**src/rtl/assert_macros.svh**
```systemverilog
// ---------------------------------------------------------------------------
// assert_macros.svh
// Assertion shorthands. They sample on clk and are disabled while rst_n is low.
// ---------------------------------------------------------------------------
`ifndef ASSERT_MACROS_SVH
`define ASSERT_MACROS_SVH

// cond must never be true
`define ASSERT_NEVER(lbl, cond) \
    lbl: assert property (@(posedge clk) disable iff (!rst_n) !(cond)) \
        else $error("forbidden condition seen");

// ante implies cons in the same cycle
`define ASSERT_IMPL(lbl, ante, cons) \
    lbl: assert property (@(posedge clk) disable iff (!rst_n) (ante) |-> (cons)) \
        else $error("implication violated");

// ante implies cons in the next cycle
`define ASSERT_NEXT(lbl, ante, cons) \
    lbl: assert property (@(posedge clk) disable iff (!rst_n) (ante) |=> (cons)) \
        else $error("next-cycle implication violated");

`endif

```
**src/rtl/bu2x_pkg.sv**
```systemverilog
// ---------------------------------------------------------------------------
// bu2x_pkg
// Shared types, constants and the quad arithmetic of the 2x bilinear upscaler.
// ---------------------------------------------------------------------------
package bu2x_pkg;

    localparam int PIX_W     = 8;
    localparam int COORD_W   = 10;
    localparam int CFG_W     = 11;
    localparam int CFG_IDX_W = 2;
    localparam int TDATA_W   = 56;
    localparam int TDATA_PAD = TDATA_W - 2 * COORD_W - 4 * PIX_W;

    localparam int DEF_WIDTH  = 640;
    localparam int DEF_HEIGHT = 400;

    // register indexes
    localparam logic [CFG_IDX_W-1:0] REG_WIDTH  = CFG_IDX_W'(0);
    localparam logic [CFG_IDX_W-1:0] REG_HEIGHT = CFG_IDX_W'(1);

    // decoupling queue
    localparam int Q_DEPTH = 4;
    localparam int Q_AW    = $clog2(Q_DEPTH);
    localparam int LVL_W   = $clog2(Q_DEPTH + 2);

    // which quads a pixel releases, in output order ul, ur, ll, lr
    typedef struct packed {
        logic lr;   // own quad, last row, last column
        logic ll;   // left quad, last row
        logic ur;   // upper quad, last column
        logic ul;   // upper-left quad
    } quad_sel_t;

    typedef struct packed {
        logic [COORD_W-1:0] row;
        logic [COORD_W-1:0] col;
        logic [PIX_W-1:0]   pix;
        logic [PIX_W-1:0]   up;
        logic [PIX_W-1:0]   ul;
        logic [PIX_W-1:0]   lf;
        quad_sel_t          sel;
    } entry_t;

    typedef struct packed {
        logic [PIX_W-1:0]   br;
        logic [PIX_W-1:0]   bl;
        logic [PIX_W-1:0]   tr;
        logic [PIX_W-1:0]   tl;
        logic [COORD_W-1:0] col;
        logic [COORD_W-1:0] row;
    } quad_t;

    function automatic quad_t make_quad(
        input logic [COORD_W-1:0] row,
        input logic [COORD_W-1:0] col,
        input logic [PIX_W-1:0]   a,
        input logic [PIX_W-1:0]   right,
        input logic [PIX_W-1:0]   low,
        input logic [PIX_W-1:0]   diag
    );
        quad_t            q;
        logic [PIX_W:0]   s2r;
        logic [PIX_W:0]   s2l;
        logic [PIX_W+1:0] s4;
        s2r   = {1'b0, a} + {1'b0, right};
        s2l   = {1'b0, a} + {1'b0, low};
        s4    = {2'b00, a} + {2'b00, right} + {2'b00, low} + {2'b00, diag};
        q.row = row;
        q.col = col;
        q.tl  = a;
        q.tr  = s2r[PIX_W:1];
        q.bl  = s2l[PIX_W:1];
        q.br  = s4[PIX_W+1:2];
        return q;
    endfunction

endpackage

```
**src/rtl/bu2x_queue.sv**
```systemverilog
// ---------------------------------------------------------------------------
// bu2x_queue
// Short FIFO of classified pixels between front and back.
// ---------------------------------------------------------------------------
module bu2x_queue
    import bu2x_pkg::*;
(
    input  logic             clk,
    input  logic             rst_n,
    input  logic             push,
    input  entry_t           push_entry,
    input  logic             pop,
    output logic             head_valid,
    output entry_t           head,
    output logic [LVL_W-1:0] level
);

    entry_t            slot_reg [Q_DEPTH];
    logic [Q_AW-1:0]   wr_ptr_reg;
    logic [Q_AW-1:0]   rd_ptr_reg;
    logic [LVL_W-1:0]  level_reg;

    always_ff @(posedge clk or negedge rst_n)
    begin
        if (!rst_n)
        begin
            wr_ptr_reg <= '0;
            rd_ptr_reg <= '0;
            level_reg  <= '0;
        end
        else
        begin
            if (push)
            begin
                wr_ptr_reg <= wr_ptr_reg + Q_AW'(1);
            end
            if (pop)
            begin
                rd_ptr_reg <= rd_ptr_reg + Q_AW'(1);
            end
            if (push && !pop)
            begin
                level_reg <= level_reg + LVL_W'(1);
            end
            else if (pop && !push)
            begin
                level_reg <= level_reg - LVL_W'(1);
            end
        end
    end

    always_ff @(posedge clk)
    begin
        if (push)
        begin
            slot_reg[wr_ptr_reg] <= push_entry;
        end
    end

    assign head       = slot_reg[rd_ptr_reg];
    assign head_valid = (level_reg != '0);
    assign level      = level_reg;

endmodule

```
**config.mk**
```make
export PLATFORM = sky130hd
export DESIGN_NAME = bu2x_queue
export DESIGN_NICKNAME = d
export VERILOG_FILES = /design/src/rtl/assert_macros.svh /design/src/rtl/bu2x_pkg.sv /design/src/rtl/bu2x_queue.sv
export SDC_FILE = /design/constraint.sdc
export NUM_CORES = 1
export LEC_CHECK = 0
export CAP_MARGIN = 20
export CORE_ASPECT_RATIO = 1.1
export CORE_UTILIZATION = 35
export CTS_BUF_LIST = sky130_fd_sc_hd__clkbuf_8
export CTS_CLUSTER_SIZE = 30
export DETAILED_ROUTE_END_ITERATION = 6
export DONT_BUFFER_PORTS = 1
export PLACE_DENSITY = 0.51
export SETUP_SLACK_MARGIN = 0.4
export SLEW_MARGIN = 20
export SYNTH_ARGS = -nofsm -noshare
export SYNTH_HDL_FRONTEND = slang
export SYNTH_SLANG_ARGS = --single-unit
```
**constraint.sdc**
```tcl
create_clock -name clk -period 3.1 [get_ports clk]
set_input_delay 0.31 -clock clk [delete_from_list [all_inputs] [get_ports clk]]
set_output_delay 0.31 -clock clk [all_outputs]
set_load 0.02 [all_outputs]
```
Yosys cells after proc, flatten, opt, wreduce, memory -nomap -nowiden
Memory sizes are Yosys's and may differ from the RTL's.
Cells that the tools add are included.

word-level totals
  memories = 1
  RAM bits = 224
  logic and storage cells = 18
  input bits = 60
  flip-flop bits (word level) = 7
  output and inout port bits = 60

cells by class
  reductions and logical operators = 6
  muxes and demuxes = 4
  $add $sub $neg = 4

memory list
  name      depth  bits a word  read ports  clocked after memory_dff  wr ports  RTL line          text
  slot_reg  4      56           1           0                         1         bu2x_queue.sv:18  entry_t slot_reg [Q_DEPTH];

operator list
  cell                                                                 count
  3-bit two-way mux                                                    2
  2-bit by 1-bit adder with 2-bit output (second input constant)       2
  3-bit by 1-bit adder with 3-bit output (second input constant)       1
  3-bit nonzero test                                                   1
  3-bit by 1-bit subtractor with 3-bit output (second input constant)  1
  1-bit logical AND                                                    2
  1-bit logical NOT                                                    2
  1-bit two-way mux                                                    2
  2-bit nonzero test                                                   1

Logic depth before layout (Yosys ltp)
  depth after elaboration = 4
  depth in mapped cells = 7

Worst setup path after synthesis
No wires, ideal clock.

  path kind = flip-flop to flip-flop
  start = reg wr_ptr_reg[0]
  end = mem slot_reg[0][0] in the netlist's numbering, enable pin
  stages on the path, launching flop included = 4
  slack = 0.733 ns
  arrival time = 1.947 ns
  setup time = 0.419 ns
  period minus slack after synthesis = 2.367 ns
  data required time = 2.681 ns
  cells stage by stage = dfrtp_1 -> inv_1 -> ha_1 -> and2_1

RTL lines
  element                 RTL line          text
  start, declared         bu2x_queue.sv:19  logic [Q_AW-1:0] wr_ptr_reg;
  start signal, assigned  bu2x_queue.sv:35  wr_ptr_reg <= wr_ptr_reg + Q_AW'(1);
  end, declared           bu2x_queue.sv:18

No word-level cell before the write port.

==> flow_metrics.env <==
export IMPL_fp_coreArea_sq_um=23770
export IMPL_detail_route_iter0_violations=178
export IMPL_cts_root_buffer="clkbuf_8"
export IMPL_dpl_hpwl_um=8290
export IMPL_finClkSkew_ns=0.03332
export IMPL_die_w_um=150.5
export IMPL_syn_nets=392
export IMPL_layout_drive_gt1_share_pct=25.50
export IMPL_p_leak_uw=0.003301
export IMPL_holdCritPathClass="in -> reg"
export IMPL_clk_pin_slew_ns=0.06
export IMPL_vias=3661
export IMPL_grt_pass1_wl_um=23370
export IMPL_largest_reg_flops=224
export IMPL_cts_tree="built"
export IMPL_fin_area_sq_um=10130
export IMPL_gp_congestion=0.7075
export IMPL_dieArea_sq_um=24890
export IMPL_setup_viol=0
export IMPL_via_per_inst=4.862
export IMPL_core_rowCount=59
export IMPL_synth_seq_cells=231
export IMPL_antenna_found_initial=2
export IMPL_synth_flop_cell="edfxtp_1"
export IMPL_yosysTopAreaCell="edfxtp_1"
export IMPL_dpl_instance_area_sq_um=8806
export IMPL_yosys_cell_count_top_type="edfxtp_1"
export IMPL_cts_path_max_buffers=3
export IMPL_synth_edf_count=224
export IMPL_worst_setup_path_type="reg -> out"
export IMPL_max_freq_ghz=0.4136
export IMPL_pwr_density_cell_nw_per_um2=931.1
export IMPL_syn_mean_instance_area_sq_um=26.05
export IMPL_peakVddDrop_mv=0.4184
export IMPL_async_flop_share_pct=3.030
export IMPL_fin_tns_setup_ns=0
export IMPL_cp_end_kind="primary output"
export IMPL_final_period_utilization_pct=78.00
export IMPL_final_hold_viol_count=0
export IMPL_cts_buffers=39
export IMPL_grt_pass1_vias=4099
export IMPL_drtPass1Iterations=4
export IMPL_ioPinCount=120
export IMPL_synth_seq_area_share_pct=81.26
export IMPL_start_kind="register"
export IMPL_wl_um=15730
export IMPL_netlist_cell_type_count=19
export IMPL_wl_per_cell_um=20.90
export IMPL_route_detailed_drc=0
export IMPL_critical_path_required_ns=2.79
export IMPL_initial_utilization_pct=35.73
export IMPL_fillers=2117
export IMPL_min_period_ns=2.418
export IMPL_htree_levels=2
export IMPL_drv_slew=0
export IMPL_ys_warn_count=0
export IMPL_postSynthCellCount=326
export IMPL_insertion_delay_ns=0.52
export IMPL_maxSlewHeadroom_pct=37.03
export IMPL_syn_cell_area_sq_um=8493
export IMPL_synth_top_area_share_pct=79.20
export IMPL_crit_fanout=15
export IMPL_postRouteAntennaNets=0
export IMPL_area_growth_pct=19.23
export IMPL_clock_sinks=231
export IMPL_arrival_ns=2.11
export IMPL_rsz0062_at_grt="no"
export IMPL_io_buffers=0
export IMPL_fin_nets=483
export IMPL_max_cap_violations=0
export IMPL_worst_slew_pin_slew_ns=0.9446
export IMPL_synthTopCellsByCount="edfxtp_1 (224), mux4_2 (56), dfrtp_1 (7), ha_1 (5)"
export IMPL_chipHeight_um=165.4
export IMPL_gr_total_overflow=0
export IMPL_grt_util_all_layers_pct=13.01
export IMPL_grt_max_degree=58
export IMPL_status="completed"
export IMPL_synthTopCellsByArea="edfxtp_1 (79%), mux4_2 (15%), dfrtp_1 (2.1%), ha_1 (0.74%), buf_12 (0.71%)"
-- area by class of cell --
cell class	instances	area, sq um	area share (%)
multi-input cells	78	1465	14.47
repair buffers	63	645.6	6.376
clock buffers	40	550.5	5.437
inverters	4	15.01	0.1483
diodes	1	2.502	0.02471
flip-flops and latches	231	6909	68.23
well taps	305	381.6	3.769
clock inverters	31	156.4	1.545
-- layer usage --
layer	up-vias	global-route usage [%]	wire length, um
li1	1582	-	-
met1	1916	15.50	6393
met2	127	21.93	7891
met3	34	3.984	1100
met4	2	5.188	335
met5	-	0	13
-- cells by family after synthesis --
group | count (synthesis) | synth area share [%]
DFF | 231 | 81.26
buffers and inverters | 17 | 1.606
adders and majority gates | 6 | 0.9723
AOI/OAI and AO/OA | 1 | 0.05887
xor gates and xnor gates | 6 | 0.6187
and+or+nand+nor | 8 | 0.5009
muxes | 57 | 14.98
-- stage by stage --
stage / setup slack, ns / utilization, % / power, uW / cells / hold slack [ns]
finish: 0.6819 / 42.60 / 9428 / 753 / 0.09976
detailed placement: 0.9608 / 37.05 / 7038 / 621 / 0.01461
global placement: 1.002 / 37.05 / 6984 / 621 / 0.01458
CTS: 0.5796 / 42.59 / 9633 / 752 / 0.06390
floorplan: 0.7333 / - / 6561 / 326 / 0.01441
global route: 0.5405 / 42.60 / 9902 / 753 / 0.09082
-- cells in the final DEF (no fill, tap or decap), drive strengths merged --
cell type    Yosys  layout
diode            0       1
nand2            2       2
clkinvlp         0       1
nor2             1       1
buf             11       4
clkinv           0      13
fa               1       1
dfrtp            7       7
xor2             4       4
inv              4      20
xnor2            2       2
and2             4       4
bufinv           0       1
mux4            56      56
edfxtp         224     224
clkbuf           2      40
mux2             1       1
ha               5       5
o21ai            1       1
dlygate4sd3      0      59
or3              1       1
-- power by group --
part | internal [uW] | total [uW] | switching (uW) | leakage (uW)
registers | 4110 | 4510 | 409 | 0.00214
logic | 987 | 2490 | 1510 | 0.000747
clock network | 1290 | 2420 | 1130 | 0.000416
total | 6380 | 9430 | 3050 | 0.00330
-- critical path: stages, from the launching register on --
cell     delay [ns]
dfrtp_4        0.66
buf_4          0.30
mux4_2         0.61
-- final timing paths --
kind | slack, ns | cells past startpoint | start | end
setup / recovery | 0.68 | 2 | rd_ptr_reg[0] | head[49]
hold / removal | 0.1 | 2 | push | level[0]
setup reg to reg | 1.22 | 3 | wr_ptr_reg[0] | slot_reg[0][3]
hold reg to reg | 0.54 | 1 | wr_ptr_reg[0] | wr_ptr_reg[0]
max in group asynchronous | 2.71 | 1 | rst_n | rd_ptr_reg[1]
min in group asynchronous | 0.11 | 1 | rst_n | rd_ptr_reg[0]
-- what timing repair did --
item / CTS / global route
hold buffers: 59 / 0
resized for setup: 0 / 0
setup buffers: 1 / 0
setup endpoints to repair: 9 / 0
hold endpoints to repair: 235 / 0
(Power assumes the default switching activity.)
