--- src/rtl/assert_macros.svh ---
// ---------------------------------------------------------------------------
// assert_macros.svh
// Assertion shorthands. They sample on clk and are disabled while rst_n is low.
// ---------------------------------------------------------------------------
`ifndef ASSERT_MACROS_SVH
`define ASSERT_MACROS_SVH

// cond must never be true
`define ASSERT_NEVER(lbl, cond) \
    lbl: assert property (@(posedge clk) disable iff (!rst_n) !(cond)) \
        else $error("forbidden condition seen");

// ante implies cons in the same cycle
`define ASSERT_IMPL(lbl, ante, cons) \
    lbl: assert property (@(posedge clk) disable iff (!rst_n) (ante) |-> (cons)) \
        else $error("implication violated");

// ante implies cons in the next cycle
`define ASSERT_NEXT(lbl, ante, cons) \
    lbl: assert property (@(posedge clk) disable iff (!rst_n) (ante) |=> (cons)) \
        else $error("next-cycle implication violated");

`endif

--- src/rtl/bu2x_pkg.sv ---
// ---------------------------------------------------------------------------
// bu2x_pkg
// Shared types, constants and the quad arithmetic of the 2x bilinear upscaler.
// ---------------------------------------------------------------------------
package bu2x_pkg;

    localparam int PIX_W     = 8;
    localparam int COORD_W   = 10;
    localparam int CFG_W     = 11;
    localparam int CFG_IDX_W = 2;
    localparam int TDATA_W   = 56;
    localparam int TDATA_PAD = TDATA_W - 2 * COORD_W - 4 * PIX_W;

    localparam int DEF_WIDTH  = 640;
    localparam int DEF_HEIGHT = 400;

    // register indexes
    localparam logic [CFG_IDX_W-1:0] REG_WIDTH  = CFG_IDX_W'(0);
    localparam logic [CFG_IDX_W-1:0] REG_HEIGHT = CFG_IDX_W'(1);

    // decoupling queue
    localparam int Q_DEPTH = 4;
    localparam int Q_AW    = $clog2(Q_DEPTH);
    localparam int LVL_W   = $clog2(Q_DEPTH + 2);

    // which quads a pixel releases, in output order ul, ur, ll, lr
    typedef struct packed {
        logic lr;   // own quad, last row, last column
        logic ll;   // left quad, last row
        logic ur;   // upper quad, last column
        logic ul;   // upper-left quad
    } quad_sel_t;

    typedef struct packed {
        logic [COORD_W-1:0] row;
        logic [COORD_W-1:0] col;
        logic [PIX_W-1:0]   pix;
        logic [PIX_W-1:0]   up;
        logic [PIX_W-1:0]   ul;
        logic [PIX_W-1:0]   lf;
        quad_sel_t          sel;
    } entry_t;

    typedef struct packed {
        logic [PIX_W-1:0]   br;
        logic [PIX_W-1:0]   bl;
        logic [PIX_W-1:0]   tr;
        logic [PIX_W-1:0]   tl;
        logic [COORD_W-1:0] col;
        logic [COORD_W-1:0] row;
    } quad_t;

    function automatic quad_t make_quad(
        input logic [COORD_W-1:0] row,
        input logic [COORD_W-1:0] col,
        input logic [PIX_W-1:0]   a,
        input logic [PIX_W-1:0]   right,
        input logic [PIX_W-1:0]   low,
        input logic [PIX_W-1:0]   diag
    );
        quad_t            q;
        logic [PIX_W:0]   s2r;
        logic [PIX_W:0]   s2l;
        logic [PIX_W+1:0] s4;
        s2r   = {1'b0, a} + {1'b0, right};
        s2l   = {1'b0, a} + {1'b0, low};
        s4    = {2'b00, a} + {2'b00, right} + {2'b00, low} + {2'b00, diag};
        q.row = row;
        q.col = col;
        q.tl  = a;
        q.tr  = s2r[PIX_W:1];
        q.bl  = s2l[PIX_W:1];
        q.br  = s4[PIX_W+1:2];
        return q;
    endfunction

endpackage

--- src/rtl/bu2x_back.sv ---
// ---------------------------------------------------------------------------
// bu2x_back
// Quad generator: walks the selected quads of the head entry, one per cycle while the output is not stalled.
// ---------------------------------------------------------------------------
module bu2x_back
    import bu2x_pkg::*;
(
    input  logic               clk,
    input  logic               rst_n,
    input  logic               head_valid,
    input  entry_t             head,
    output logic               pop,
    output logic               m_tvalid,
    input  logic               m_tready,
    output logic [TDATA_W-1:0] m_tdata,
    output logic               m_tlast
);

    quad_sel_t done_reg;
    quad_sel_t rem;
    quad_sel_t pick;
    logic      m_tvalid_reg;
    logic      m_tlast_reg;
    quad_t     quad_reg;
    quad_t     quad;
    logic      load;
    logic      last;

    assign rem = head.sel & ~done_reg;

    // first pending quad in output order, and its arithmetic
    always_comb
    begin
        pick = '0;
        if (rem.ul)
        begin
            pick.ul = 1'b1;
            quad = make_quad(head.row - COORD_W'(1), head.col - COORD_W'(1),
                             head.ul, head.up, head.lf, head.pix);
        end
        else if (rem.ur)
        begin
            pick.ur = 1'b1;
            quad = make_quad(head.row - COORD_W'(1), head.col,
                             head.up, head.up, head.pix, head.up);
        end
        else if (rem.ll)
        begin
            pick.ll = 1'b1;
            quad = make_quad(head.row, head.col - COORD_W'(1),
                             head.lf, head.pix, head.lf, head.lf);
        end
        else
        begin
            pick.lr = 1'b1;
            quad = make_quad(head.row, head.col,
                             head.pix, head.pix, head.pix, head.pix);
        end
    end

    assign load = head_valid && (!m_tvalid_reg || m_tready);
    assign last = ((rem & ~pick) == '0);
    assign pop  = load && last;

    always_ff @(posedge clk or negedge rst_n)
    begin
        if (!rst_n)
        begin
            done_reg     <= '0;
            m_tvalid_reg <= 1'b0;
        end
        else
        begin
            if (load)
            begin
                m_tvalid_reg <= 1'b1;
                done_reg     <= last ? '0 : (done_reg | pick);
            end
            else if (m_tready)
            begin
                m_tvalid_reg <= 1'b0;
            end
        end
    end

    always_ff @(posedge clk)
    begin
        if (load)
        begin
            quad_reg    <= quad;
            m_tlast_reg <= last;
        end
    end

    assign m_tvalid = m_tvalid_reg;
    assign m_tlast  = m_tlast_reg;
    assign m_tdata  = {TDATA_PAD'(0), quad_reg};

endmodule
--- config.mk ---
export PLATFORM = sky130hd
export DESIGN_NAME = bu2x_back
export DESIGN_NICKNAME = d
export VERILOG_FILES = /design/src/rtl/assert_macros.svh /design/src/rtl/bu2x_pkg.sv /design/src/rtl/bu2x_back.sv
export SDC_FILE = /design/constraint.sdc
export NUM_CORES = 1
export LEC_CHECK = 0
export BUFFER_PORTS_ARGS = -buffer_cell sky130_fd_sc_hd__buf_2
export CORE_MARGIN = 8
export CORE_UTILIZATION = 40
export CTS_BUF_LIST = sky130_fd_sc_hd__clkbuf_2 sky130_fd_sc_hd__clkbuf_4 sky130_fd_sc_hd__clkbuf_8
export CTS_CLUSTER_SIZE = 30
export DETAILED_ROUTE_END_ITERATION = 8
export PLACE_DENSITY_LB_ADDON = 0.1
export SETUP_SLACK_MARGIN = 0.05
export SLEW_MARGIN = 0
export SYNTH_ARGS = -nofsm -noshare
export SYNTH_HDL_FRONTEND = slang
export SYNTH_SLANG_ARGS = --single-unit
--- constraint.sdc ---
create_clock -name clk -period 6 [get_ports clk]
set_clock_uncertainty 0.15 [all_clocks]
set_input_delay 0.9 -clock clk [delete_from_list [all_inputs] [get_ports clk]]
set_output_delay 0.9 -clock clk [all_outputs]
set_load 0.1 [all_outputs]
Word-level counts from Yosys, hierarchy flattened

Index checks and enable logic that the tools add are counted.

Flip-flop bits (word level): 58
Input port bits: 60
Output and inout bits: 59
Logic and storage cells: 56

Add/sub/neg operators: 21
Multiplexer cells: 12
Bitwise operators: 5
Reductions and logical operators: 6

Operator list:

| cell                                                                 | count |
|---|---|
| 52-bit 2-to-1 mux                                                    | 3 |
| 8-bit by 8-bit adder with 9-bit output                               | 11 |
| 10-bit by 8-bit adder with 10-bit output                             | 4 |
| 9-bit by 8-bit adder with 10-bit output                              | 4 |
| 10-bit by 1-bit subtractor with 10-bit output, second input constant | 2 |
| 4-bit AND                                                            | 2 |
| 4-bit NOT                                                            | 2 |
| 1-bit 2-to-1 mux                                                     | 6 |
| 4-bit logical NOT                                                    | 1 |
| 4-bit 2-to-1 mux                                                     | 1 |
| 4-bit bitwise OR                                                     | 1 |
| 3-bit 2-to-1 mux                                                     | 1 |
| 1-bit logical AND                                                    | 2 |
| 2-bit 2-to-1 mux                                                     | 1 |
| 2-bit nonzero test                                                   | 1 |
| 1-bit logical NOT                                                    | 1 |
| 1-bit logical OR                                                     | 1 |

Logic depth before layout (Yosys ltp)

Gate-level depths: netlist (run 1).

Depth in word-level cells: 9
Mapped depth: 13
Mapped depth without buffers: 12

Worst setup path before layout (run 1)

No wires, ideal clock.

Path type: input to output
Start point: input m_tready
End point: output pop
Arrival: 3.132 ns
Data required time: 4.950 ns
Path slack: 1.818 ns
Stages: 4
Buffers on the path: 0
Cell sequence: nand2b_1 -> nand2_1 -> inv_1 -> and2_1

Word-level cells in the longest chain between the ends: 3

RTL lines:

| element            | RTL line        | text |
|---|---|---|
| start: declaration | bu2x_back.sv:14 | `input logic m_tready,` |
| 1-bit logical OR   | bu2x_back.sv:61 | `assign load = head_valid && (!m_tvalid_reg \|\| m_tready);` |
| 1-bit logical AND  | bu2x_back.sv:61 |  |
| net load           | bu2x_back.sv:26 | `logic load;` |
| 1-bit logical AND  | bu2x_back.sv:63 | `assign pop = load && last;` |
| end: declaration   | bu2x_back.sv:12 | `output logic pop,` |

The timed path passes the listed nets, and every way through them passes these cells.

Worst setup path after layout (run 1)

Start point: input head[0] in the netlist's numbering
End point: output pop

Word-level cells in the longest chain between the ends: 6
Elaborated cells between the ends (all ways): 7
Classes of those cells: 2 x mux; 3 x bitwise; 2 x reduce/logical

RTL lines:

| element                                                     | RTL line        | text |
|---|---|---|
| start: declaration                                          | bu2x_back.sv:11 | `input entry_t head,` |
| 4-bit AND *                                                 | bu2x_back.sv:29 | `assign rem = head.sel & ~done_reg;` |
| 1-bit 2-to-1 mux / 3-bit 2-to-1 mux (equally long branches) | bu2x_back.sv:35 | `if (rem.ul)` |
| 4-bit NOT                                                   | bu2x_back.sv:62 | `assign last = ((rem & ~pick) == '0);` |
| 4-bit AND *                                                 | bu2x_back.sv:62 |  |
| 4-bit logical NOT *                                         | bu2x_back.sv:62 |  |
| net last                                                    | bu2x_back.sv:27 | `logic last;` |
| 1-bit logical AND *                                         | bu2x_back.sv:63 |  |

Mark *: on every way through the listed nets, which the timed path passes. The rest lies on a longest branch.

==> results.txt, run 1 <==
----------------------------------------------------
[Run status]
  Outcome ... completed

[Cells and area]
  Fillers ... 1437
  Post-synthesis to final-layout area growth ... 15.9%
  Antenna Diode Count ... 0
  Layout net count ... 863
  Fraction of final layout cells with drive strength greater than 1 ... 20.3%
  Final Cell Area ... 6690 µm²
  Final cell count without fillers ... 904
  Flip-flop count of the largest register after layout ... 52

[Global routing]
  Overall routing resource usage ... 18.0%
  Most used routing layer ... met2
  Initial antenna violation count ... 0
  Gr ovfl total ... 0
  Number of global-route vias before repair ... 4880
  Met1 track demand over resource in global routing ... 22.3%
  Met3 Resource Use GR ... 3.77%
  Maximum number of pins on one net before global-route repair ... 58
  GRT met2 Usage ... 30.1%
  Wire length of the first global-routing pass ... 25900 µm

[Power and ir drop]
  Worst vdd rail ir drop ... 0.000190 V
  Power per standard cell area ... 307 nW/µm²
  Static leakage ... 2.98 nW
  Power after layout ... 2.06 mW

[Floorplanning]
  Floorplan die width ... 136 µm
  IO Pins ... 119
  Standard-cell row count ... 44
  Floorplan core area ... 14300 µm²
  Die boundary height ... 136 µm
  Total die area ... 18500 µm²
  Initial core utilization ... 40.3%

[CTS]
  Clock Root Buffer ... clkbuf_8
  Number of buffers added by the clock tree synthesis step ... 9
  Cts hold-fix bufs ... 0
  Number of post-CTS setup repair buffers ... 0
  TritonCTS clock tree ... built
  Worst-skew pair later-pin latency ... 350 ps
  Depth of the CTS H-tree ... 3
  Clock sink total ... 58
  Post-cts sizing count ... 0
  Clock-pin slew on the worst setup and hold paths ... 70 ps
  Clk buf depth ... 2

[Route]
  Number of vias per cell ... 5.42
  Drt total wl ... 16500 µm
  Antenna viol nets, final ... 0
  DRC viols ... 0
  Wire length per cell after detailed routing ... 18.3 µm
  Routed via count ... 4904
  TritonRoute pass-1 iters ... 5
  Number of DRC markers in iteration 0 ... 318

[Placed design]
  Post-detailed-placement cell area ... 6530 µm²
  Cell count after placement ... 888
  DP HPWL ... 12700 µm
  GPL Wtd Cong ... 0.867
  Worst setup slack after placement ... 1690 ps
  Port Buf Inserts ... 114

[Synthesis]
  Count leader, synth ... inv_1
  Number of synthesized flops with an enable pin ... 53
  Warning count from the yosys run ... 0
  Syn avg cell area ... 9.58 µm²
  Distinct cell type count of the synthesized netlist ... 64
  Leading area contributor after synthesis ... edfxtp_1
  Flip-flop cell with the highest count after synthesis ... edfxtp_1
  Post-Synthesis Cell Area ... 5780 µm²
  Flip-flop and latch count after synthesis ... 58
  Share of Yosys cell area claimed by the top area cell type ... 27.6%
  Async SR Flop Fraction ... 8.62%
  Largest cells by area after synthesis ... edfxtp_1, fa_1, ha_1
  Cell types with the highest counts after synthesis ... inv_1, edfxtp_1, ha_1, a21oi_1
  Cells after Synth ... 603
  Sequential fraction of the synthesis area ... 29.7%

[Job]
  Count of max-cap constraint violations ... 0

[Setup path]
  Depth of the worst register-to-register path ... 5
  Cell seen most often among critical-path stages ... buf_2
  Worst-path cell with the longest stage delay ... nor2_2
  Flop-to-flop setup slack ... 3420 ps
  Critical path data arrival time ... 3010 ps
  Origin of the critical flop-to-flop path ... done_reg[2]$_DFFE_PN0P_
  Critical Path RT ... 4950 ps
  FF-to-FF End ... m_tdata[19]$_DFFE_PP_
  Critical path class ... primary input to output pin
  Worst Path Max Fanout ... 31
  Critical Path End Type ... output pin
  Cells along the critical path ... buf_2 > and2b_1 > buf_4 > nor2_2 > nor2_1 > o22ai_1 > and2_1 > buf_2
  Worst setup SP type ... primary input
  CP max stage delay ... 540 ps

[STA]
  Number of pins with negative max-slew slack in the final report ... 0
  Final setup slack of the worst path ... 1940 ps
  Slew at the pin with the worst max-slew slack ... 1020 ps
  Final Cycle Share ... 67.7%
  Final min period ... 4060 ps
  Unrepaired setup endpoints after global routing ... no
  Final Setup Violations ... 0
  TNS Setup ... 0 ps
  Total count of hold-check failures in the final report ... 0
  Top achievable clock speed ... 246 MHz
  Worst max-slew margin expressed relative to the limit ... 32.0%

[Min path]
  Class of the most critical hold timing path ... primary input to asynchronous set/reset pin

----------------------------------------------------
[logic make-up (layout without fill, tap and decap cells)]
logic type / Yosys count / in the layout / synth area share (%)
mux: 7 / 7 / 1.21
simple gates: 156 / 156 / 13.4
buf+inv: 78 / 192 / 5.50
other cells: 1 / 4 / 0.0649
xor+xnor: 49 / 49 / 7.43
flops: 58 / 58 / 29.7
compound gates: 166 / 166 / 18.9
fa+ha+maj: 88 / 88 / 23.7
[worst max path at each step]
stage,start,to,depth (start not counted)
final,head[0],pop,8
after global routing,head[0],pop,8
after CTS,head[0],pop,8
after detailed placement,head[6],m_tdata[50]$_DFFE_PP_,12
after global placement,head[6],m_tdata[50]$_DFFE_PP_,12
after floorplan,m_tready,pop,4
[layout by cell type, fill, tap and decap left out, types with 11 or more instances in the layout]
cell,count
nand2b_1,13
fa_1,36
nor3_1,11
xor2_1,20
o21ai_0,34
xnor2_1,29
edfxtp_1,53
a21o_1,11
buf_2,114
a211oi_1,12
inv_1,55
a21oi_1,51
nand2_1,41
ha_1,52
nor2_1,41
[critical path: cells and delay by family]
kind	cells	cell delay (ps)
buf+inv	3	820
simple gates	4	1070
compound gates	1	210
[per-layer routing]
| metal | vias to the layer above | wire length (µm) |
|---|---|---|
| met1 | 2343 | 7160 |
| met3 | 25 | 983 |
| li1 | 2392 | - |
| met5 | - | 0 |
| met2 | 144 | 8000 |
| met4 | 0 | 371 |
[per-stage QoR]
stage,hold WS [ps],utilization [%]
6_report,194,46.8
5_1_grt,189,46.8
4_1_cts,180,46.8
2_1_floorplan,308,-
3_3_place_gp,319,45.6
3_5_place_dp,328,45.6
[power by group]
group	leakage (nW)	switching (mW)	internal, mW	total (mW)
Sequential	0.567	0.0149	0.528	0.542
Clock	0.0791	0.187	0.148	0.335
Combinational	2.34	0.837	0.343	1.18
Total	2.98	1.04	1.02	2.06
[area by class of cell]
type / count / area, µm² / share of cell area, %
multi-input combinational: 470 / 3750 / 56.1
sequential: 58 / 1720 / 25.6
timing repair buffer: 120 / 616 / 9.20
tap: 184 / 230 / 3.44
inverter: 56 / 210 / 3.14
clock buffer: 9 / 124 / 1.85
clock inverter: 7 / 45.0 / 0.673
(Power assumes the default switching activity.)
==> run 2: changes to the inputs <==
==> constraint.sdc (replaced) <==
create_clock -name clk -period 4.1 [get_ports clk]
set_clock_uncertainty 0.15 [all_clocks]
set_input_delay 0.615 -clock clk [delete_from_list [all_inputs] [get_ports clk]]
set_output_delay 0.615 -clock clk [all_outputs]
set_load 0.1 [all_outputs]
==> results.txt, run 2 (synthesized netlist as in run 1, its figures left out) <==
----------------------------------------------------
[Cells and area]
  Final cell utilization of the core ... 47.3% (was 46.8%)
  Flip-flop count of the largest register after layout ... 52 (unchanged)
  Fraction of final layout cells with drive strength greater than 1 ... 20.7% (was 20.3%)
  Antenna Diode Count ... 0 (unchanged)
  Most common library cell in the layout ignoring fill and taps ... buf_2 (unchanged)
  Fillers ... 1440 (was 1437)
  Commonest non-fill, non-tap cells in the layout ... buf_2, inv_1, edfxtp_1 (unchanged)
  Final Cell Area ... 6770 µm² (was 6690 µm²)
  Post-synthesis to final-layout area growth ... 17.2% (was 15.9%)
  Layout net count ... 871 (was 863)

[Global routing]
  Wire length of the first global-routing pass ... 26300 µm (was 25900 µm)
  Met1 track demand over resource in global routing ... 23.5% (was 22.3%)
  Number of global-route vias before repair ... 5035 (was 4880)
  Overall routing resource usage ... 18.4% (was 18.0%)
  Maximum number of pins on one net before global-route repair ... 57 (was 58)
  Initial antenna violation count ... 0 (unchanged)
  GRT met2 Usage ... 30.4% (was 30.1%)
  Most used routing layer ... met2 (unchanged)
  Met3 Resource Use GR ... 3.77% (unchanged)
  Gr ovfl total ... 0 (unchanged)

[STA]
  Slew at the pin with the worst max-slew slack ... 826 ps (was 1020 ps)
  Final Cycle Share ... 86.9%
  Final Setup Violations ... 0 (unchanged)
  Top achievable clock speed ... 281 MHz
  Unrepaired setup endpoints after global routing ... no (unchanged)
  Total count of hold-check failures in the final report ... 0 (unchanged)
  Final min period ... 3560 ps
  Number of pins with negative max-slew slack in the final report ... 0 (unchanged)
  Worst max-slew margin expressed relative to the limit ... 44.9% (was 32.0%)
  TNS Setup ... 0 ps (unchanged)

[Floorplanning]
  Die boundary height ... 136 µm (unchanged)
  IO Pins ... 119 (unchanged)
  Initial core utilization ... 40.3% (unchanged)
  Total die area ... 18500 µm² (unchanged)
  Floorplan core area ... 14300 µm² (unchanged)
  Standard-cell row count ... 44 (unchanged)
  Floorplan die width ... 136 µm (unchanged)

[CTS]
  Post-cts sizing count ... 0 (unchanged)
  Worst-skew pair later-pin latency ... 350 ps (about the same)
  Clock-pin slew on the worst setup and hold paths ... 80 ps (was 70 ps)
  TritonCTS clock tree ... built (unchanged)
  Number of buffers added by the clock tree synthesis step ... 9 (unchanged)
  Number of post-CTS setup repair buffers ... 0 (unchanged)
  Clock Root Buffer ... clkbuf_8 (unchanged)
  Clock sink total ... 58 (unchanged)
  Depth of the CTS H-tree ... 3 (unchanged)
  Cts hold-fix bufs ... 1 (was 0)
  Clk buf depth ... 2 (unchanged)

[Placed design]
  Post-detailed-placement cell area ... 6580 µm² (was 6530 µm²)
  DP HPWL ... 13100 µm (was 12700 µm)
  GPL Wtd Cong ... 0.863 (was 0.867)
  Port Buf Inserts ... 114 (unchanged)

[Power and ir drop]
  Power per standard cell area ... 454 nW/µm² (was 307 nW/µm²)
  Worst vdd rail ir drop ... 0.000283 V (was 0.000190 V)
  Static leakage ... 3.04 nW (was 2.98 nW)

[Route]
  Antenna viol nets, final ... 0 (unchanged)
  DRC viols ... 0 (unchanged)
  Number of DRC markers in iteration 0 ... 291 (was 318)
  Drt total wl ... 16700 µm (was 16500 µm)
  TritonRoute pass-1 iters ... 5 (unchanged)
  Number of vias per cell ... 5.38 (was 5.42)
  Wire length per cell after detailed routing ... 18.3 µm (about the same)
  Routed via count ... 4909 (was 4904)

[Setup path]
  Critical path class ... primary input to register (was primary input to output pin)
  Cells along the critical path ... buf_2 > inv_1 > fa_1 > fa_1 > inv_1 > ha_1 > and4b_1 > o2111a_1 > a2111oi_4 > a21oi_1 > xnor2_1 > a211oi_1 (was buf_2 > and2b_1 > buf_4 > nor2_2 > nor2_1 > o22ai_1 > and2_1 > buf_2)
  Critical path's top delay family ... adder cells (was simple AND/OR/NAND/NOR gates)
  Worst setup SP type ... primary input (unchanged)
  Critical Path RT ... 4140 ps (was 4950 ps)
  Count of buffering cells on the critical path with inverters included ... 3 (unchanged)
  Critical Path End Type ... register (was output pin)
  CP max stage delay ... 580 ps (was 540 ps)
  Worst Path Max Fanout ... 3 (was 31)
  Critical path data arrival time ... 3610 ps (was 3010 ps)
  Worst-path cell with the longest stage delay ... fa_1 (was nor2_2)

[Job]
  Count of max-cap constraint violations ... 0 (unchanged)

[Min path]
  Class of the most critical hold timing path ... primary input to register (was primary input to asynchronous set/reset pin)

[Run status]
  Outcome ... completed (unchanged)

----------------------------------------------------
-- run 2: changes by cell type in the layout (fill, tap and decap cells not counted) --
cell	change
clkinv_4	+1
dlygate4sd3_1	+1
inv_6	-1
bufinv_16	+1
clkinvlp_4	-3
clkinv_1	+2
buf_4	+7
-- run 2: layout make-up --
cell class | count | area (µm²) | area share [%]
Tap cell | 184 | 230 | 3.40
Sequential cell | 58 | 1720 | 25.4
Clock inverter | 7 | 60.1 | 0.887
Multi-Input combinational cell | 470 | 3750 | 55.4
Inverter | 56 | 210 | 3.10
Timing Repair Buffer | 128 | 678 | 10.0
Clock buffer | 9 | 124 | 1.83
-- run 2: power by group --
group          switching (mW)  leakage, nW  internal [mW]
sequential             0.0234        0.567          0.773
clock                   0.251       0.0955          0.273
combinational            1.24         2.37          0.513
total                    1.51         3.04           1.56
-- run 2: stage by stage --
stage	total power [mW]	hold WS [ps]	setup slack, ps	std cells
4_1_cts	3.10	291	548	912
5_1_grt	3.26	325	398	912
6_report	3.07	319	535	912
3_5_place_dp	2.56	289	178	895
3_3_place_gp	2.54	290	207	895
2_1_floorplan	2.17	169	257	606
-- run 2: path summary, 6_finish.rpt --
check | to | slack, ps | cells after the start | from
setup / recovery | m_tdata[50]$_DFFE_PP_ | 540 | 12 | head[14]
hold / removal | m_tvalid$_DFFE_PN0P_ | 320 | 2 | head_valid
setup reg to reg | m_tdata[19]$_DFFE_PP_ | 1650 | 5 | done_reg[2]$_DFFE_PN0P_
hold reg to reg | done_reg[3]$_DFFE_PN0P_ | 350 | 1 | done_reg[3]$_DFFE_PN0P_
max in group asynchronous | done_reg[2]$_DFFE_PN0P_ | 3210 | 2 | rst_n
min in group asynchronous | done_reg[3]$_DFFE_PN0P_ | 450 | 2 | rst_n
-- run 2: per-layer routing --
layer	routed length, µm	up-vias
met5	0	-
met4	313	0
met3	931	27
met2	8030	142
met1	7390	2337
li1	-	2403
==> run 3: changes to the inputs <==
--- a/config.mk
+++ b/config.mk
@@ -5,6 +5,7 @@
 export SDC_FILE = /design/constraint.sdc
 export NUM_CORES = 1
 export LEC_CHECK = 0
+export ABC_AREA = 1
 export BUFFER_PORTS_ARGS = -buffer_cell sky130_fd_sc_hd__buf_2
 export CORE_MARGIN = 8
 export CORE_UTILIZATION = 40
==> results.txt, run 3 <==
----------------------------------------------------
[Cells and area]
  Final cell count without fillers ... 1086 (was 912)
  Flip-flop count of the largest register after layout ... 52 (unchanged)
  Post-synthesis to final-layout area growth ... 16.5% (was 17.2%)
  Commonest non-fill, non-tap cells in the layout ... nand2_1, inv_1, buf_2 (was buf_2, inv_1, edfxtp_1)
  Final cell utilization of the core ... 47.3% (about the same)
  Multi-input logic area ... 3750 µm² (about the same)
  Fillers ... 1552 (was 1440)
  Antenna Diode Count ... 0 (unchanged)
  Fraction of final layout cells with drive strength greater than 1 ... 17.9% (was 20.7%)
  Most common library cell in the layout ignoring fill and taps ... nand2_1 (was buf_2)
  Final Cell Area ... 7130 µm² (was 6770 µm²)
  Layout net count ... 1041 (was 871)
  Area occupied by registers ... 1720 µm² (unchanged)

[Global routing]
  Met1 track demand over resource in global routing ... 24.8% (was 23.5%)
  Initial antenna violation count ... 0 (unchanged)
  Number of global-route vias before repair ... 6013 (was 5035)
  GRT met2 Usage ... 34.8% (was 30.4%)
  Overall routing resource usage ... 20.3% (was 18.4%)
  Met3 Resource Use GR ... 4.21% (was 3.77%)
  Wire length of the first global-routing pass ... 31000 µm (was 26300 µm)
  Most used routing layer ... met2 (unchanged)
  Maximum number of pins on one net before global-route repair ... 36 (was 57)
  Gr ovfl total ... 0 (unchanged)

[CTS]
  Clock Root Buffer ... clkbuf_8 (unchanged)
  Clk buf depth ... 2 (unchanged)
  Worst-skew pair later-pin latency ... 370 ps (was 350 ps)
  Number of buffers added by the clock tree synthesis step ... 9 (unchanged)
  Depth of the CTS H-tree ... 3 (unchanged)
  Clock-pin slew on the worst setup and hold paths ... 70 ps (was 80 ps)
  Post-cts sizing count ... 0 (unchanged)
  Clock sink total ... 58 (unchanged)
  TritonCTS clock tree ... built (unchanged)

[Route]
  DRC viols ... 0 (unchanged)
  Number of vias per cell ... 5.19 (was 5.38)
  Wire length per cell after detailed routing ... 17.7 µm (was 18.3 µm)
  Antenna viol nets, final ... 0 (unchanged)
  Drt total wl ... 19300 µm (was 16700 µm)
  Routed via count ... 5631 (was 4909)
  TritonRoute pass-1 iters ... 4 (was 5)
  Number of DRC markers in iteration 0 ... 363 (was 291)

[STA]
  Number of pins with negative max-slew slack in the final report ... 0 (unchanged)
  Unrepaired setup endpoints after global routing ... no (unchanged)
  TNS Setup ... 0 ps (unchanged)
  Top achievable clock speed ... 292 MHz (was 281 MHz)
  Slew at the pin with the worst max-slew slack ... 845 ps (was 826 ps)
  Final Cycle Share ... 83.4% (was 86.9%)
  Total count of hold-check failures in the final report ... 0 (unchanged)
  Final min period ... 3420 ps (was 3560 ps)
  Final Setup Violations ... 0 (unchanged)
  Worst max-slew margin expressed relative to the limit ... 43.6% (was 44.9%)

[Synthesis]
  Share of Yosys cell area claimed by the top area cell type ... 26.0% (was 27.6%)
  Sequential fraction of the synthesis area ... 28.0% (was 29.7%)
  Warning count from the yosys run ... 0 (unchanged)
  Post-Synthesis Cell Area ... 6120 µm² (was 5780 µm²)
  Flip-flop cell with the highest count after synthesis ... edfxtp_1 (unchanged)
  Distinct cell type count of the synthesized netlist ... 50 (was 64)
  Syn avg cell area ... 7.94 µm² (was 9.58 µm²)
  Async SR Flop Fraction ... 8.62% (unchanged)
  Cells after Synth ... 771 (was 603)
  Flip-flop and latch count after synthesis ... 58 (unchanged)
  Number of synthesized flops with an enable pin ... 53 (unchanged)
  Largest cells by area after synthesis ... edfxtp_1, fa_1, ha_1 (unchanged)
  Count leader, synth ... nand2_1 (was inv_1)
  Cell types with the highest counts after synthesis ... nand2_1, inv_1, nand3_1, edfxtp_1, ha_1 (was inv_1, edfxtp_1, ha_1, a21oi_1)
  Leading area contributor after synthesis ... edfxtp_1 (unchanged)

[Placed design]
  Port Buf Inserts ... 114 (unchanged)
  GPL Wtd Cong ... 0.917 (was 0.863)
  Post-detailed-placement cell area ... 6910 µm² (was 6580 µm²)
  DP HPWL ... 15700 µm (was 13100 µm)
  Cell count after placement ... 1069 (was 895)

[Power and ir drop]
  Logic pwr share ... 59.1% (was 57.0%)
  Cell internal pwr ... 1.67 mW (was 1.56 mW)
  Flop pwr share ... 23.7% (was 25.9%)
  Worst vdd rail ir drop ... 0.000251 V (was 0.000283 V)
  Clock network power share ... 17.2% (was 17.1%)
  Static leakage ... 3.64 nW (was 3.04 nW)
  Switching component of the power ... 1.90 mW (was 1.51 mW)
  Power per standard cell area ... 501 nW/µm² (was 454 nW/µm²)
  Switching share of power ... 53.3% (was 49.2%)

[Setup path]
  Critical path class ... primary input to register (unchanged)
  Critical Path RT ... 4180 ps (was 4140 ps)
  Worst Path Max Fanout ... 7 (was 3)
  Worst setup SP type ... primary input (unchanged)
  Critical path data arrival time ... 3500 ps (was 3610 ps)
  Critical Path End Type ... register (unchanged)

[Floorplanning]
  Die boundary height ... 140 µm (was 136 µm)
  Floorplan core area ... 15100 µm² (was 14300 µm²)
  Total die area ... 19500 µm² (was 18500 µm²)
  IO Pins ... 119 (unchanged)
  Standard-cell row count ... 45 (was 44)
  Floorplan die width ... 140 µm (was 136 µm)
  Initial core utilization ... 40.6% (was 40.3%)

[Run status]
  Outcome ... completed (unchanged)

[Job]
  Count of max-cap constraint violations ... 0 (unchanged)

[Min path]
  Class of the most critical hold timing path ... primary input to register (unchanged)

----------------------------------------------------
[run 3: worst paths after layout]
path / end / from / slack [ps] / depth (start not counted)
setup / recovery: m_tdata[51]$_DFFE_PP_ / head[5] / 680 / 12
hold / removal: m_tvalid$_DFFE_PN0P_ / m_tready / 350 / 4
setup reg to reg: m_tdata[18]$_DFFE_PP_ / done_reg[1]$_DFFE_PN0P_ / 1820 / 10
hold reg to reg: m_tvalid$_DFFE_PN0P_ / m_tvalid$_DFFE_PN0P_ / 360 / 2
max in group asynchronous: done_reg[0]$_DFFE_PN0P_ / rst_n / 3220 / 2
min in group asynchronous: done_reg[3]$_DFFE_PN0P_ / rst_n / 440 / 2
[run 3: critical path, cell delays in order]
cell and delay [ps]:
buf_2 220, inv_1 140, fa_1 570, inv_1 60, fa_1 500, nand3_1 170
fa_1 460, o21ai_0 300, nand4_1 200, nand3_1 110, nand2_1 50, nand3_1 100
[run 3: logic make-up after synthesis]
group	Yosys count	share of synthesized area, %
AO/OA/AOI/OAI	131	11.9
XOR/XNOR	28	4.01
adder cells (fa/ha/maj)	88	22.4
buffers and inverters	166	10.9
flip-flops	58	28.0
other	1	0.0613
AND/OR/NAND/NOR	299	22.7
[run 3: stage by stage]
step / hold slack, ps / power, mW / worst slack, ps
after floorplan: 169 / 2.47 / 893
after global placement: 288 / 2.95 / 430
after detailed placement: 289 / 2.96 / 365
after CTS: 338 / 3.59 / 733
after global routing: 348 / 3.81 / 575
final: 354 / 3.57 / 681
[run 3: layout make-up]
class	count	share of cell area [%]
clock buffer	9	1.74
timing repair buffer	122	8.87
tap	188	3.30
sequential	58	24.1
inverter	152	8.14
clock inverter	7	1.32
multi-input combinational	550	52.6
[run 3: metal layers]
layer | vias up | share of wire [%]
met5 | - | 0
met4 | 0 | 2.3
met3 | 23 | 5.8
met2 | 180 | 48
met1 | 2657 | 44
li1 | 2771 | -
[run 3: what timing repair did]
item | 4_1_cts | 5_1_grt
hold buffers | 1 | 0
hold endpoints to repair | 5 | 0
setup buffers | 0 | 0
[run 3: power by group through the flow]
stage	sequential, mW	combinational [mW]	clock (mW)
after floorplan	1.51	0.967	0
after global placement	0.857	2.09	0
after detailed placement	0.861	2.10	0
after CTS	0.849	2.11	0.630
after global routing	0.858	2.30	0.655
final	0.847	2.11	0.613
